**config.mk**
```make
export PLATFORM = sky130hd
export DESIGN_NAME = token_pair_merge_replacer
export DESIGN_NICKNAME = d
export VERILOG_FILES = /design/src/rtl/core/tpm_pkg.sv /design/src/rtl/core/token_pair_merge_replacer.sv /design/src/rtl/core/tpm_front.sv /design/src/rtl/core/tpm_queue.sv /design/src/rtl/core/tpm_back.sv
export SDC_FILE = /design/constraint.sdc
export NUM_CORES = 2
export LEC_CHECK = 0
export BUFFER_PORTS_ARGS = -buffer_cell sky130_fd_sc_hd__buf_2
export CORE_MARGIN = 3
export CORE_UTILIZATION = 55
export CTS_CLUSTER_DIAMETER = 120
export CTS_CLUSTER_SIZE = 10
export DETAILED_ROUTE_END_ITERATION = 10
export GPL_ROUTABILITY_DRIVEN = 0
export PLACE_DENSITY = 0.71
export SLEW_MARGIN = 20
export SYNTH_ARGS = -nofsm -noshare
export SYNTH_HDL_FRONTEND = slang
export SYNTH_HIERARCHICAL = 1
export SYNTH_SLANG_ARGS = --single-unit
```
**constraint.sdc**
```tcl
create_clock -name clk -period 27.2 [get_ports clk]
set_input_delay 5.44 -clock clk [delete_from_list [all_inputs] [get_ports clk]]
set_output_delay 5.44 -clock clk [all_outputs]
set_load 0.01 [all_outputs]
```
**src/rtl/core/tpm_pkg.sv**
```systemverilog
// tpm_pkg: shared widths, action and register codes, and burst control type
// for the token pair merge replacer; no dependencies
`timescale 1ns / 1ps

package tpm_pkg;

	localparam int CHAR_W      = 21;
	localparam int ACT_W       = 2;
	localparam int IDX_W       = 4;
	localparam int LEN_W       = 4;
	localparam int CFG_IDX_W   = 2;
	localparam int QUEUE_DEPTH = 4;
	localparam int QPTR_W      = 2;

	localparam logic [ACT_W-1:0] ACT_LOAD = 2'd0;
	localparam logic [ACT_W-1:0] ACT_CHAR = 2'd1;
	localparam logic [ACT_W-1:0] ACT_END  = 2'd2;

	localparam logic [CFG_IDX_W-1:0] CFG_FIRST_LEN  = 2'd0;
	localparam logic [CFG_IDX_W-1:0] CFG_SECOND_LEN = 2'd1;

	localparam logic [CHAR_W-1:0] SPACE_CODE = 21'h20;

	typedef struct packed {
		logic has_char;
		logic word_end;
	} burst_ctl_t;

endpackage

```
**src/rtl/core/token_pair_merge_replacer.sv**
```systemverilog
// token_pair_merge_replacer: top level joining front, burst queue and back
// depends on tpm_pkg, tpm_front, tpm_queue, tpm_back
`timescale 1ns / 1ps

// Joins every leftmost non-overlapping "first second" in a word into
// "firstsecond". Load the pattern (left token then right token) with
// action 0 and set both token lengths through the config port between
// words; a length write also empties the match window. The front takes one
// request per cycle and turns it into at most one burst of results; the back
// sends one result per cycle while out_ready is high, one burst at a time.
// A four-entry burst queue sits between them, and the input stalls only
// while that queue is full. Results leave from registers. No clearing pass
// is needed after reset.
module token_pair_merge_replacer import tpm_pkg::*; #(
	parameter int TOKEN_CHARS_MAX = 8
) (
	input  logic                 clk,
	input  logic                 arst_n,
	input  logic                 in_valid,
	output logic                 in_ready,
	input  logic [ACT_W-1:0]     action,
	input  logic [IDX_W-1:0]     pattern_index,
	input  logic [CHAR_W-1:0]    char_code,
	output logic                 out_valid,
	input  logic                 out_ready,
	output logic                 has_char,
	output logic [CHAR_W-1:0]    out_char,
	output logic                 word_end,
	output logic                 burst_last,
	input  logic                 cfg_valid,
	output logic                 cfg_ready,
	input  logic [CFG_IDX_W-1:0] cfg_index,
	input  logic [LEN_W-1:0]     cfg_data
);

	localparam int PAT_DEPTH = 2 * TOKEN_CHARS_MAX;
	localparam int CNT_W     = $clog2(PAT_DEPTH + 1);

	logic                             push;
	logic [PAT_DEPTH-1:0][CHAR_W-1:0] push_chars;
	logic [CNT_W-1:0]                 push_cnt;
	burst_ctl_t                       push_ctl;
	logic                             q_full;
	logic                             q_empty;
	logic                             pop;
	logic [PAT_DEPTH-1:0][CHAR_W-1:0] head_chars;
	logic [CNT_W-1:0]                 head_cnt;
	burst_ctl_t                       head_ctl;

	tpm_front #(
		.TOKEN_CHARS_MAX(TOKEN_CHARS_MAX)
	) u_front (
		.clk           (clk),
		.arst_n        (arst_n),
		.in_valid      (in_valid),
		.in_ready      (in_ready),
		.action        (action),
		.pattern_index (pattern_index),
		.char_code     (char_code),
		.cfg_valid     (cfg_valid),
		.cfg_ready     (cfg_ready),
		.cfg_index     (cfg_index),
		.cfg_data      (cfg_data),
		.q_full        (q_full),
		.push          (push),
		.push_chars    (push_chars),
		.push_cnt      (push_cnt),
		.push_ctl      (push_ctl)
	);

	tpm_queue #(
		.PAT_DEPTH(PAT_DEPTH),
		.CNT_W    (CNT_W)
	) u_queue (
		.clk        (clk),
		.arst_n     (arst_n),
		.push       (push),
		.push_chars (push_chars),
		.push_cnt   (push_cnt),
		.push_ctl   (push_ctl),
		.full       (q_full),
		.empty      (q_empty),
		.pop        (pop),
		.head_chars (head_chars),
		.head_cnt   (head_cnt),
		.head_ctl   (head_ctl)
	);

	tpm_back #(
		.PAT_DEPTH(PAT_DEPTH),
		.CNT_W    (CNT_W)
	) u_back (
		.clk        (clk),
		.arst_n     (arst_n),
		.q_empty    (q_empty),
		.pop        (pop),
		.head_chars (head_chars),
		.head_cnt   (head_cnt),
		.head_ctl   (head_ctl),
		.out_valid  (out_valid),
		.out_ready  (out_ready),
		.has_char   (has_char),
		.out_char   (out_char),
		.word_end   (word_end),
		.burst_last (burst_last)
	);

endmodule

```
**src/rtl/core/tpm_front.sv**
```systemverilog
// tpm_front: pattern store, token length registers and match window;
// classifies each request and pushes one burst per result group
// depends on tpm_pkg
`timescale 1ns / 1ps

module tpm_front import tpm_pkg::*; #(
	parameter int TOKEN_CHARS_MAX = 8,
	localparam int PAT_DEPTH = 2 * TOKEN_CHARS_MAX,
	localparam int CNT_W = $clog2(PAT_DEPTH + 1)
) (
	input  logic                                 clk,
	input  logic                                 arst_n,
	input  logic                                 in_valid,
	output logic                                 in_ready,
	input  logic [ACT_W-1:0]                     action,
	input  logic [IDX_W-1:0]                     pattern_index,
	input  logic [CHAR_W-1:0]                    char_code,
	input  logic                                 cfg_valid,
	output logic                                 cfg_ready,
	input  logic [CFG_IDX_W-1:0]                 cfg_index,
	input  logic [LEN_W-1:0]                     cfg_data,
	input  logic                                 q_full,
	output logic                                 push,
	output logic [PAT_DEPTH-1:0][CHAR_W-1:0]     push_chars,
	output logic [CNT_W-1:0]                     push_cnt,
	output burst_ctl_t                           push_ctl
);

	localparam int WIN_DEPTH = PAT_DEPTH + 1;
	localparam int WCNT_W    = $clog2(WIN_DEPTH + 1);

	logic [LEN_W-1:0]                     first_len_q;
	logic [LEN_W-1:0]                     second_len_q;
	logic [WCNT_W-1:0]                    wcnt_q;
	logic [WIN_DEPTH-1:0][CHAR_W-1:0]     win_q;
	logic [PAT_DEPTH-1:0][CHAR_W-1:0]     pat_q;

	logic [WCNT_W-1:0]                    n1;
	logic [WCNT_W-1:0]                    n2;
	logic [WCNT_W-1:0]                    len_w;
	logic [WCNT_W-1:0]                    wcnt_inc;
	logic                                 acc;
	logic                                 full_w;
	logic                                 hit;
	logic                                 push_w;
	logic [WIN_DEPTH-1:0][CHAR_W-1:0]     nw;
	logic [WIN_DEPTH-1:0][CHAR_W-1:0]     nw_shift;
	logic [WIN_DEPTH-1:0][CHAR_W-1:0]     exp_w;
	logic [WIN_DEPTH-1:0]                 mm;
	logic [PAT_DEPTH-1:0][CHAR_W-1:0]     nw_lo;
	logic [PAT_DEPTH-1:0][CHAR_W-1:0]     win_lo;
	logic [PAT_DEPTH-1:0][CHAR_W-1:0]     hit_chars;

	assign cfg_ready = 1'b1;
	assign in_ready  = !q_full;
	assign acc       = in_valid && in_ready;

	// saturate token lengths
	assign n1 = (32'(first_len_q) > TOKEN_CHARS_MAX) ? WCNT_W'(TOKEN_CHARS_MAX)
		: WCNT_W'(first_len_q);
	assign n2 = (32'(second_len_q) > TOKEN_CHARS_MAX) ? WCNT_W'(TOKEN_CHARS_MAX)
		: WCNT_W'(second_len_q);
	assign len_w    = n1 + n2 + WCNT_W'(1);
	assign wcnt_inc = wcnt_q + WCNT_W'(1);
	assign full_w   = (wcnt_inc == len_w);
	assign hit      = full_w && !(|mm);

	for (genvar k = 0; k < WIN_DEPTH; k++) begin : g_win
		assign nw[k] = (wcnt_q == WCNT_W'(k)) ? char_code : win_q[k];
		if (k < WIN_DEPTH - 1) begin : g_sh
			assign nw_shift[k] = nw[k + 1];
		end else begin : g_sh_last
			assign nw_shift[k] = nw[k];
		end
		// expected character: left token, space, right token
		if (k == 0) begin : g_exp0
			assign exp_w[k] = (n1 == WCNT_W'(0)) ? SPACE_CODE : pat_q[k];
		end else if (k < PAT_DEPTH) begin : g_expm
			assign exp_w[k] = (n1 == WCNT_W'(k)) ? SPACE_CODE
				: ((WCNT_W'(k) < n1) ? pat_q[k] : pat_q[k - 1]);
		end else begin : g_expl
			assign exp_w[k] = (n1 == WCNT_W'(k)) ? SPACE_CODE : pat_q[k - 1];
		end
		assign mm[k] = (WCNT_W'(k) < len_w) && (nw[k] != exp_w[k]);
	end

	for (genvar k = 0; k < PAT_DEPTH; k++) begin : g_lo
		assign nw_lo[k]     = nw[k];
		assign win_lo[k]    = win_q[k];
		assign hit_chars[k] = (WCNT_W'(k) < n1) ? nw[k] : nw[k + 1];
	end

	always_comb begin
		push_w     = 1'b0;
		push_cnt   = CNT_W'(1);
		push_ctl   = '{has_char: 1'b1, word_end: 1'b0};
		push_chars = nw_lo;
		unique case (action)
			ACT_CHAR: begin
				if (full_w) begin
					if (hit) begin
						push_w     = (len_w != WCNT_W'(1));
						push_cnt   = CNT_W'(len_w - WCNT_W'(1));
						push_chars = hit_chars;
					end else begin
						push_w = 1'b1;
					end
				end
			end
			ACT_END: begin
				push_w            = 1'b1;
				push_ctl.word_end = 1'b1;
				if (wcnt_q == '0) begin
					push_ctl.has_char = 1'b0;
					push_chars        = '0;
				end else begin
					push_chars = win_lo;
					push_cnt   = CNT_W'(wcnt_q);
				end
			end
			default: ;
		endcase
	end

	assign push = acc && push_w;

	always_ff @(posedge clk or negedge arst_n) begin
		if (!arst_n) begin
			first_len_q  <= LEN_W'(1);
			second_len_q <= LEN_W'(1);
			wcnt_q       <= '0;
		end else if (cfg_valid) begin
			unique case (cfg_index)
				CFG_FIRST_LEN: begin
					first_len_q <= cfg_data;
					wcnt_q      <= '0;
				end
				CFG_SECOND_LEN: begin
					second_len_q <= cfg_data;
					wcnt_q       <= '0;
				end
				default: ;
			endcase
		end else if (acc) begin
			unique case (action)
				ACT_CHAR: begin
					if (full_w) begin
						wcnt_q <= hit ? '0 : wcnt_q;
					end else begin
						wcnt_q <= wcnt_inc;
					end
				end
				ACT_END:  wcnt_q <= '0;
				default: ;
			endcase
		end
	end

	always_ff @(posedge clk) begin
		if (acc && action == ACT_CHAR) begin
			win_q <= (full_w && !hit) ? nw_shift : nw;
		end
		if (acc && action == ACT_LOAD) begin
			for (int k = 0; k < PAT_DEPTH; k++) begin
				if (32'(pattern_index) == k) begin
					pat_q[k] <= char_code;
				end
			end
		end
	end

endmodule

```
**src/rtl/core/tpm_queue.sv**
```systemverilog
// tpm_queue: short burst queue between front and back
// depends on tpm_pkg
`timescale 1ns / 1ps

module tpm_queue import tpm_pkg::*; #(
	parameter int PAT_DEPTH = 16,
	parameter int CNT_W = 5
) (
	input  logic                             clk,
	input  logic                             arst_n,
	input  logic                             push,
	input  logic [PAT_DEPTH-1:0][CHAR_W-1:0] push_chars,
	input  logic [CNT_W-1:0]                 push_cnt,
	input  burst_ctl_t                       push_ctl,
	output logic                             full,
	output logic                             empty,
	input  logic                             pop,
	output logic [PAT_DEPTH-1:0][CHAR_W-1:0] head_chars,
	output logic [CNT_W-1:0]                 head_cnt,
	output burst_ctl_t                       head_ctl
);

	logic [PAT_DEPTH-1:0][CHAR_W-1:0] chars_q [QUEUE_DEPTH];
	logic [CNT_W-1:0]                 cnt_mem_q [QUEUE_DEPTH];
	burst_ctl_t                       ctl_q [QUEUE_DEPTH];
	logic [QPTR_W-1:0]                wr_ptr_q;
	logic [QPTR_W-1:0]                rd_ptr_q;
	logic [QPTR_W:0]                  cnt_q;

	assign full       = (cnt_q == (QPTR_W + 1)'(QUEUE_DEPTH));
	assign empty      = (cnt_q == '0);
	assign head_chars = chars_q[rd_ptr_q];
	assign head_cnt   = cnt_mem_q[rd_ptr_q];
	assign head_ctl   = ctl_q[rd_ptr_q];

	always_ff @(posedge clk or negedge arst_n) begin
		if (!arst_n) begin
			wr_ptr_q <= '0;
			rd_ptr_q <= '0;
			cnt_q    <= '0;
		end else begin
			if (push) begin
				wr_ptr_q <= wr_ptr_q + QPTR_W'(1);
			end
			if (pop) begin
				rd_ptr_q <= rd_ptr_q + QPTR_W'(1);
			end
			if (push && !pop) begin
				cnt_q <= cnt_q + (QPTR_W + 1)'(1);
			end else if (pop && !push) begin
				cnt_q <= cnt_q - (QPTR_W + 1)'(1);
			end
		end
	end

	always_ff @(posedge clk) begin
		if (push) begin
			chars_q[wr_ptr_q]   <= push_chars;
			cnt_mem_q[wr_ptr_q] <= push_cnt;
			ctl_q[wr_ptr_q]     <= push_ctl;
		end
	end

	a_no_push_full: assert property (@(posedge clk) disable iff (!arst_n)
		full |-> !push)
		else $error("burst pushed into full queue");

	a_no_pop_empty: assert property (@(posedge clk) disable iff (!arst_n)
		empty |-> !pop)
		else $error("burst popped from empty queue");

	a_cnt_up: assert property (@(posedge clk) disable iff (!arst_n)
		(push && !pop) |=> (cnt_q == $past(cnt_q) + (QPTR_W + 1)'(1)))
		else $error("queue fill count did not advance on push");

endmodule

```
**src/rtl/core/tpm_back.sv**
```systemverilog
// tpm_back: drains one burst at a time, one result per cycle while out_ready
// is high, from a registered shift stage; depends on tpm_pkg
`timescale 1ns / 1ps

module tpm_back import tpm_pkg::*; #(
	parameter int PAT_DEPTH = 16,
	parameter int CNT_W = 5
) (
	input  logic                             clk,
	input  logic                             arst_n,
	input  logic                             q_empty,
	output logic                             pop,
	input  logic [PAT_DEPTH-1:0][CHAR_W-1:0] head_chars,
	input  logic [CNT_W-1:0]                 head_cnt,
	input  burst_ctl_t                       head_ctl,
	output logic                             out_valid,
	input  logic                             out_ready,
	output logic                             has_char,
	output logic [CHAR_W-1:0]                out_char,
	output logic                             word_end,
	output logic                             burst_last
);

	logic                             busy_q;
	logic [CNT_W-1:0]                 rem_q;
	burst_ctl_t                       ctl_q;
	logic [PAT_DEPTH-1:0][CHAR_W-1:0] chars_q;
	logic                             last;

	assign last       = (rem_q == CNT_W'(1));
	assign pop        = !q_empty && (!busy_q || (out_ready && last));
	assign out_valid  = busy_q;
	assign has_char   = ctl_q.has_char;
	assign out_char   = chars_q[0];
	assign word_end   = last && ctl_q.word_end;
	assign burst_last = last;

	always_ff @(posedge clk or negedge arst_n) begin
		if (!arst_n) begin
			busy_q <= 1'b0;
			rem_q  <= '0;
			ctl_q  <= '0;
		end else if (pop) begin
			busy_q <= 1'b1;
			rem_q  <= head_cnt;
			ctl_q  <= head_ctl;
		end else if (busy_q && out_ready) begin
			if (last) begin
				busy_q <= 1'b0;
			end else begin
				rem_q <= rem_q - CNT_W'(1);
			end
		end
	end

	always_ff @(posedge clk) begin
		if (pop) begin
			chars_q <= head_chars;
		end else if (busy_q && out_ready && !last) begin
			chars_q <= chars_q >> CHAR_W;
		end
	end

	a_busy_rem: assert property (@(posedge clk) disable iff (!arst_n)
		busy_q |-> (rem_q != '0))
		else $error("active burst with no results left");

	a_step: assert property (@(posedge clk) disable iff (!arst_n)
		(busy_q && out_ready && !last) |=>
			(busy_q && rem_q == CNT_W'($past(rem_q) - CNT_W'(1))))
		else $error("burst did not advance by one result");

endmodule

```
## Word level (Yosys, flattened, before mapping)

Memories as Yosys holds them, arrays and structs flattened. A register that Yosys moved wholly into a read port is not among the register bits.
Index checks and enable logic that the tools add are counted.

| cells by class | value |
|---|---|
| add/subtract/negate cells | 9 |
| equal/unequal tests | 74 |
| reduce and logical (&&, ||, !) cells | 75 |
| $lt $le $gt $ge | 35 |
| mux-type cells | 99 |

Operators with widths:

| operator | count |
|---|---|
| two-way mux 336 bit | 6 |
| two-way mux 21 bit | 65 |
| one-hot mux 336 bit (2 select lines) | 1 |
| inequality test 21 bit | 17 |
| equality test 5 x 4 -> 1 bit, second input constant | 16 |
| < comparator 4 x 5 -> 1 bit, first input constant | 16 |
| two-way mux 5 bit | 11 |
| equality test 5 x 3 -> 1 bit, second input constant | 8 |
| < comparator 3 x 5 -> 1 bit, first input constant | 8 |
| AND reduction 2 bit | 20 |
| equality test 4 bit, second input constant | 8 |
| logical AND 1 bit | 30 |
| equality test 5 x 2 -> 1 bit, second input constant | 4 |
| < comparator 1 x 5 -> 1 bit, first input constant | 4 |
| < comparator 2 x 5 -> 1 bit, first input constant | 4 |
| one-hot mux 5 bit (2 select lines) | 2 |
| OR reduction 17 bit | 1 |
| equality test 4 x 3 -> 1 bit, second input constant | 4 |
| equality test 5 x 1 -> 1 bit, second input constant | 3 |
| adder 5 x 1 -> 5 bit, second input constant | 2 |
| equality test 5 bit, second input constant | 2 |
| logical NOT 5 bit | 2 |
| nonzero test 2 bit | 5 |
| subtractor 5 x 1 -> 5 bit, second input constant | 2 |
| other kinds (28) | 51 |

| storage, ports and cells | value |
|---|---|
| register bits | 1,055 |
| bits of input ports | 38 |
| memories kept | 3 |
| RAM bits | 1,372 |
| output and inout bits | 27 |

Memories:

| memory | words | bits a word | read ports | clocked after Yosys merged registers in | write ports | RTL line | RTL |
|---|---|---|---|---|---|---|---|
| u_queue.chars_q | 4 | 336 | 1 | 0 | 1 | tpm_queue.sv:23 | `logic [PAT_DEPTH-1:0][CHAR_W-1:0] chars_q [QUEUE_DEPTH];` |
| u_queue.cnt_mem_q | 4 | 5 | 1 | 0 | 1 | tpm_queue.sv:24 | `logic [CNT_W-1:0] cnt_mem_q [QUEUE_DEPTH];` |
| u_queue.ctl_q | 4 | 2 | 1 | 1 | 1 | tpm_queue.sv:25 | `burst_ctl_t ctl_q [QUEUE_DEPTH];` |

## Logic depth before layout (Yosys ltp)

| logic depth | value |
|---|---|
| depth after elaboration | 18 |
| depth in mapped cells | 25 |
| mapped depth without buffers | 19 |

## By module

The synthesis kept the hierarchy.

Modules (own cells, without submodules):

| module | instances | area each (um^2) | seq. area each (um^2) | cells an instance |
|---|---|---|---|---|
| tpm_queue | 1 | 49,791.5 | 41,374.7 | 1,826 |
| tpm_front | 1 | 43,872.1 | 21,137.8 | 3,934 |
| tpm_back | 1 | 14,843.0 | 10,289.9 | 791 |

## Worst setup path after synthesis

No wires, ideal clock.

| timing | value |
|---|---|
| path kind | input port to flip-flop |
| start | input port out_ready |
| end | register u_back/chars_q[100] (netlist bit), enable pin |
| data required time | 26.051 ns |
| setup slack | 4.397 ns |
| cell stages on the path | 2 |
| arrival | 21.654 ns |
| library setup time | 1.149 ns |
| cells stage by stage | nor2b_1 -> a21oi_1 |

| between the ends | value |
|---|---|
| longest elaborated chain between the ends | 4 |
| elaborated cells between the ends (all ways) | 6 |
| those cells by class | reduce/logical: 6 |

RTL lines:

| element | RTL line | RTL |
|---|---|---|
| from (decl) | token_pair_merge_replacer.sv:25 | `input logic out_ready,` |
| logical AND 1 bit | tpm_back.sv:31 | `assign pop = !q_empty && (!busy_q \|\| (out_ready && last));` |
| logical OR 1 bit | tpm_back.sv:31 |  |
| logical AND 1 bit | tpm_back.sv:31 |  |
| nonzero test 2 bit (no line) * | - |  |
| to (signal assigned) | tpm_back.sv:58 | `chars_q <= head_chars;` |
| to (signal assigned) | tpm_back.sv:60 | `chars_q <= chars_q >> CHAR_W;` |
| to (decl) | tpm_back.sv:27 | `logic [PAT_DEPTH-1:0][CHAR_W-1:0] chars_q;` |

Every way passes the cells marked *; elsewhere a longest branch is shown, timed or not.
A chain may end at the register's enable or synchronous reset.

## Final worst setup path

| timing | value |
|---|---|
| start | input port char_code[6] |
| end | memory u_queue/chars_q[3][248] (netlist bit), enable pin |

| between the ends | value |
|---|---|
| longest elaborated chain between the ends | 12 |
| elaborated cells between the ends (all ways) | 60 |
| those cells by class | eq/ne: 17; mux: 22; reduce/logical: 21 |

RTL lines:

| element | RTL line | RTL |
|---|---|---|
| from (decl) | token_pair_merge_replacer.sv:23 | `input logic [CHAR_W-1:0] char_code,` |
| two-way mux 21 bit | tpm_front.sv:69 | `assign nw[k] = (wcnt_q == WCNT_W'(k)) ? char_code : win_q[k];` |
| inequality test 21 bit | tpm_front.sv:84 | `assign mm[k] = (WCNT_W'(k) < len_w) && (nw[k] != exp_w[k]);` |
| logical AND 1 bit | tpm_front.sv:84 |  |
| OR reduction 17 bit * | tpm_front.sv:66 | `assign hit = full_w && !(\|mm);` |
| logical NOT 1 bit * | tpm_front.sv:66 |  |
| logical AND 1 bit * | tpm_front.sv:66 |  |
| two-way mux 1 bit * | tpm_front.sv:101 | `if (hit) begin` |
| two-way mux 1 bit * | tpm_front.sv:100 | `if (full_w) begin` |
| one-hot mux 1 bit (2 select lines) * | tpm_front.sv:98 | `unique case (action)` |
| logical AND 1 bit * | tpm_front.sv:125 | `assign push = acc && push_w;` |
| net push | token_pair_merge_replacer.sv:39 | `logic push;` |
| two-way mux 1 bit * | tpm_queue.sv:57 | `if (push) begin` |
| two-way mux 1 bit (not written as such) * | tpm_queue.sv:58 | `chars_q[wr_ptr_q] <= push_chars;` |
| to (decl) | tpm_queue.sv:23 |  |

The timed path passes the listed nets; every way through them passes the cells marked *.

==> summary.txt <==
Timing
  • Final Hold Vio Count: 0
  • Fin crit period: between 10000 and 15000 ps
  • Final Skew: slightly below 90 ps
  • Worst slew margin: 14.6%
  • Slew Viols, Final: 0
  • Slew @ Worst Pin: 1240 ps
  • Fmax achieved: 0.0807 GHz
  • RSZ-0062 raised after global routing: false
  • Sum Neg Setup Slack: 0 ps
  • Period utilization: 45.6%
  • Setup violations, final: 0

Worst setup path
  • Max FO, Critical Path: 59
  • CP dominant cell by count: buf_4
  • Slowest cell on the critical path: nor4b_4
  • Reg2reg start: u_front/wcnt_q[1]
  • Max incr delay on CP: around 580 ps
  • Setup crit start: char_code[6]
  • Family with the most delay on the worst path: buffers and inverters
  • Buf/Inv on CP: 5
  • CP Data Arrival Time: 12910 ps
  • CP required: roughly 28000 ps
  • Critical Path Sink Type: flip-flop
  • WS Path Type: input port to flip-flop
  • Startpoint types: input port
  • Critical-path cell list: buf_2, buf_4, mux2i_1, xnor2_1, nor4_1, nand4_1, o41ai_1, nand4_1, a22oi_1, nor4b_4, a31oi_1, o211a_1, and2_4, buf_4, buf_4, buf_4

Synth
  • EDFF count, synth: ~2400
  • Post-synthesis sequential area ratio: 67.1%
  • Synth unique cells: 90
  • Mapped Area: 0.109 mm²
  • Synth area leader: edfxtp_1
  • Yosys warnings: 6
  • Post-Syn Instances: 6551
  • Async set-reset flop share out of synthesis: 1.15%
  • Flop and latch count out of synthesis: ~2400
  • Top_reg_cell synth: edfxtp_1
  • Synthesized area per cell: 16.6 µm²
  • Yosys top cell area share: roughly 66%
  • Top post-synthesis cells by area: edfxtp_1 66%, mux4_2 7.1%, mux2i_1 6.3%
  • Net count after synthesis: around 6600

CTS
  • Clk buf depth: 4
  • Hold_buf cts: 0
  • Post-CTS Setup Bufs: 0
  • Worst-Skew Late Latency: 950 ps
  • # clock sinks: 2429
  • H-tree levels: 5
  • Clock root buffer: clkbuf_16
  • CTS Buf Count: 293
  • Post_cts resized: 0
  • Clock slew at reported path FFs: 50 ps
  • CTS tree: built

Floorplanning
  • Starting Density: roughly 55%
  • Horiz. Die Dim: 450 µm
  • I/O Pins: 65
  • Chip height: 450 µm
  • Die area: 0.203 mm²
  • CORE AREA: 0.196 mm²
  • Core Rows: 162

Routing
  • Drt drc: 0
  • DRT iter0 DRCs: 9300
  • DR WL/cell: 33.4 µm
  • Pre-Repair DR Iteration Count: 8
  • DR vias/cell: 6.92
  • Detailed Route WL: 311 mm
  • Via count: 64400
  • Post-route ant nets: 0

Final layout
  • Share of layout cells above drive strength 1: 15.6%
  • Cell area after layout: 0.119 mm²
  • Synthesis-to-layout area growth: 9.96%
  • Filler instances: roughly 14000
  • Nets: 6692

Hold path
  • Hold_sp: u_queue/cnt_q[2]
  • Worst hold path class: flip-flop to flip-flop

Global route
  • Largest net degree at the start of global routing: 169
  • Global-route wire length before repair: 452 mm
  • Gr ovfl total: 0
  • Initial antenna violation count: 19
  • Vias in the first global route: 63400
  • Total GRT Usage: a little under a third

Placement
  • Area post-placement: 0.112 mm²
  • Port Buf Inserts: 63
  • Final HPWL DP: 194 mm

Power
  • Power Density: 86.8 mW/mm²
  • Leakage power: 37.7 nW
  • Max IR drop VDD: 0.0734 mV

Status
  • Status: finished, final reports clean

Job
  • Max-Cap Viols: 0
## cells in the final DEF (no fill, tap or decap), drive strengths merged, types with 40 or more instances in the layout
cell type,n
inv,119
xor2,105
nor2,297
a21oi,100
nor4,46
nand2,238
a22oi,233
mux2,331
o21ai,40
nand4,44
o22ai,49
edfxtp,2401
o31ai,149
mux4,343
mux2i,686
buf,262
clkbuf,327
o221ai,185
xnor2,214
nor3,61
## per-stage QoR
step	power (mW)	worst slack [ps]	utilization, %	instances	hold slack, ps
floorplan	6.36	4400	-	6551	456
global placement	7.00	14300	57.0	8959	473
global route	10.7	14770	61.0	9300	522
CTS	10.4	15160	61.0	9294	495
finish	10.4	14800	61.0	9301	491
detailed placement	7.07	14230	57.1	8961	491
## registers in the layout, summed over array words and instances (netlist names), 2 cells and up
signal,count
u_back/chars_q,315
u_back/out_char,21
u_back/rem_q,5
u_front/first_len_q,4
u_front/pat_q,336
u_front/second_len_q,4
u_front/wcnt_q,5
u_front/win_lo,336
u_front/win_q,21
u_queue/chars_q,1344
u_queue/cnt_mem_q,20
u_queue/cnt_q,3
u_queue/ctl_q,8
u_queue/rd_ptr_q,2
u_queue/wr_ptr_q,2
## kinds of logic (layout without fill, tap and decap cells)
group | after synthesis | in the layout | share of synthesized area (%)
flops | 2429 | 2429 | 67.1
mux | 1360 | 1360 | 16.9
compound gates | 917 | 917 | 6.34
simple gates | 910 | 910 | 4.11
buf+inv | 593 | 712 | 2.72
xor+xnor | 319 | 319 | 2.57
fa+ha+maj | 22 | 22 | 0.268
other cells | 1 | 8 | 0.00346
## final timing paths
check / end / slack, ps / cells past startpoint
setup / recovery: u_queue/chars_q[3][248] / 14800 / 16
hold / removal: u_queue/cnt_q[2] / 490 / 1
setup reg to reg: u_queue/chars_q[3][248] / 18420 / 18
hold reg to reg: u_queue/cnt_q[2] / 490 / 1
max in group asynchronous: u_queue/rd_ptr_q[0] / 21870 / 1
min in group asynchronous: u_front/first_len_q[3] / 4670 / 1
## cells in the mapped netlist (116+ instances only)
library cell     n
a22oi_1        233
buf_2          126
clkbuf_1       215
edfxtp_1      2401
inv_1          116
mux2_1         277
mux2i_1        685
mux4_2         343
nand2_1        238
nor2_1         297
o221ai_1       185
o31ai_1        149
xnor2_1        214
## metal layers
metal	track usage (%)	share of wire (%)
met5	0	0.0064
met4	14.2	5.5
met3	6.18	10
met2	47.8	47
met1	41.0	37
## where the power goes
group          internal, mW  total [mW]  leakage, nW  switching [mW]
Clock                  1.94        3.32         3.75            1.38
Sequential             4.51        4.63         22.4           0.117
Combinational         0.924        2.41         11.5            1.49
Total                  7.38        10.4         37.7            2.98
## area by class of cell
type / count / area, µm² / share of cell area [%]
diodes: 7 / 17.5 / 0.0147
inverters: 117 / 439 / 0.368
repair buffers: 262 / 1970 / 1.65
well taps: 2624 / 3280 / 2.75
multi-input cells: 3529 / 33100 / 27.8
flip-flops and latches: 2429 / 72800 / 61.0
clock buffers: 327 / 7590 / 6.36
clock inverters: 6 / 63.8 / 0.0535
No activity file was read; power rests on OpenSTA's default activity.
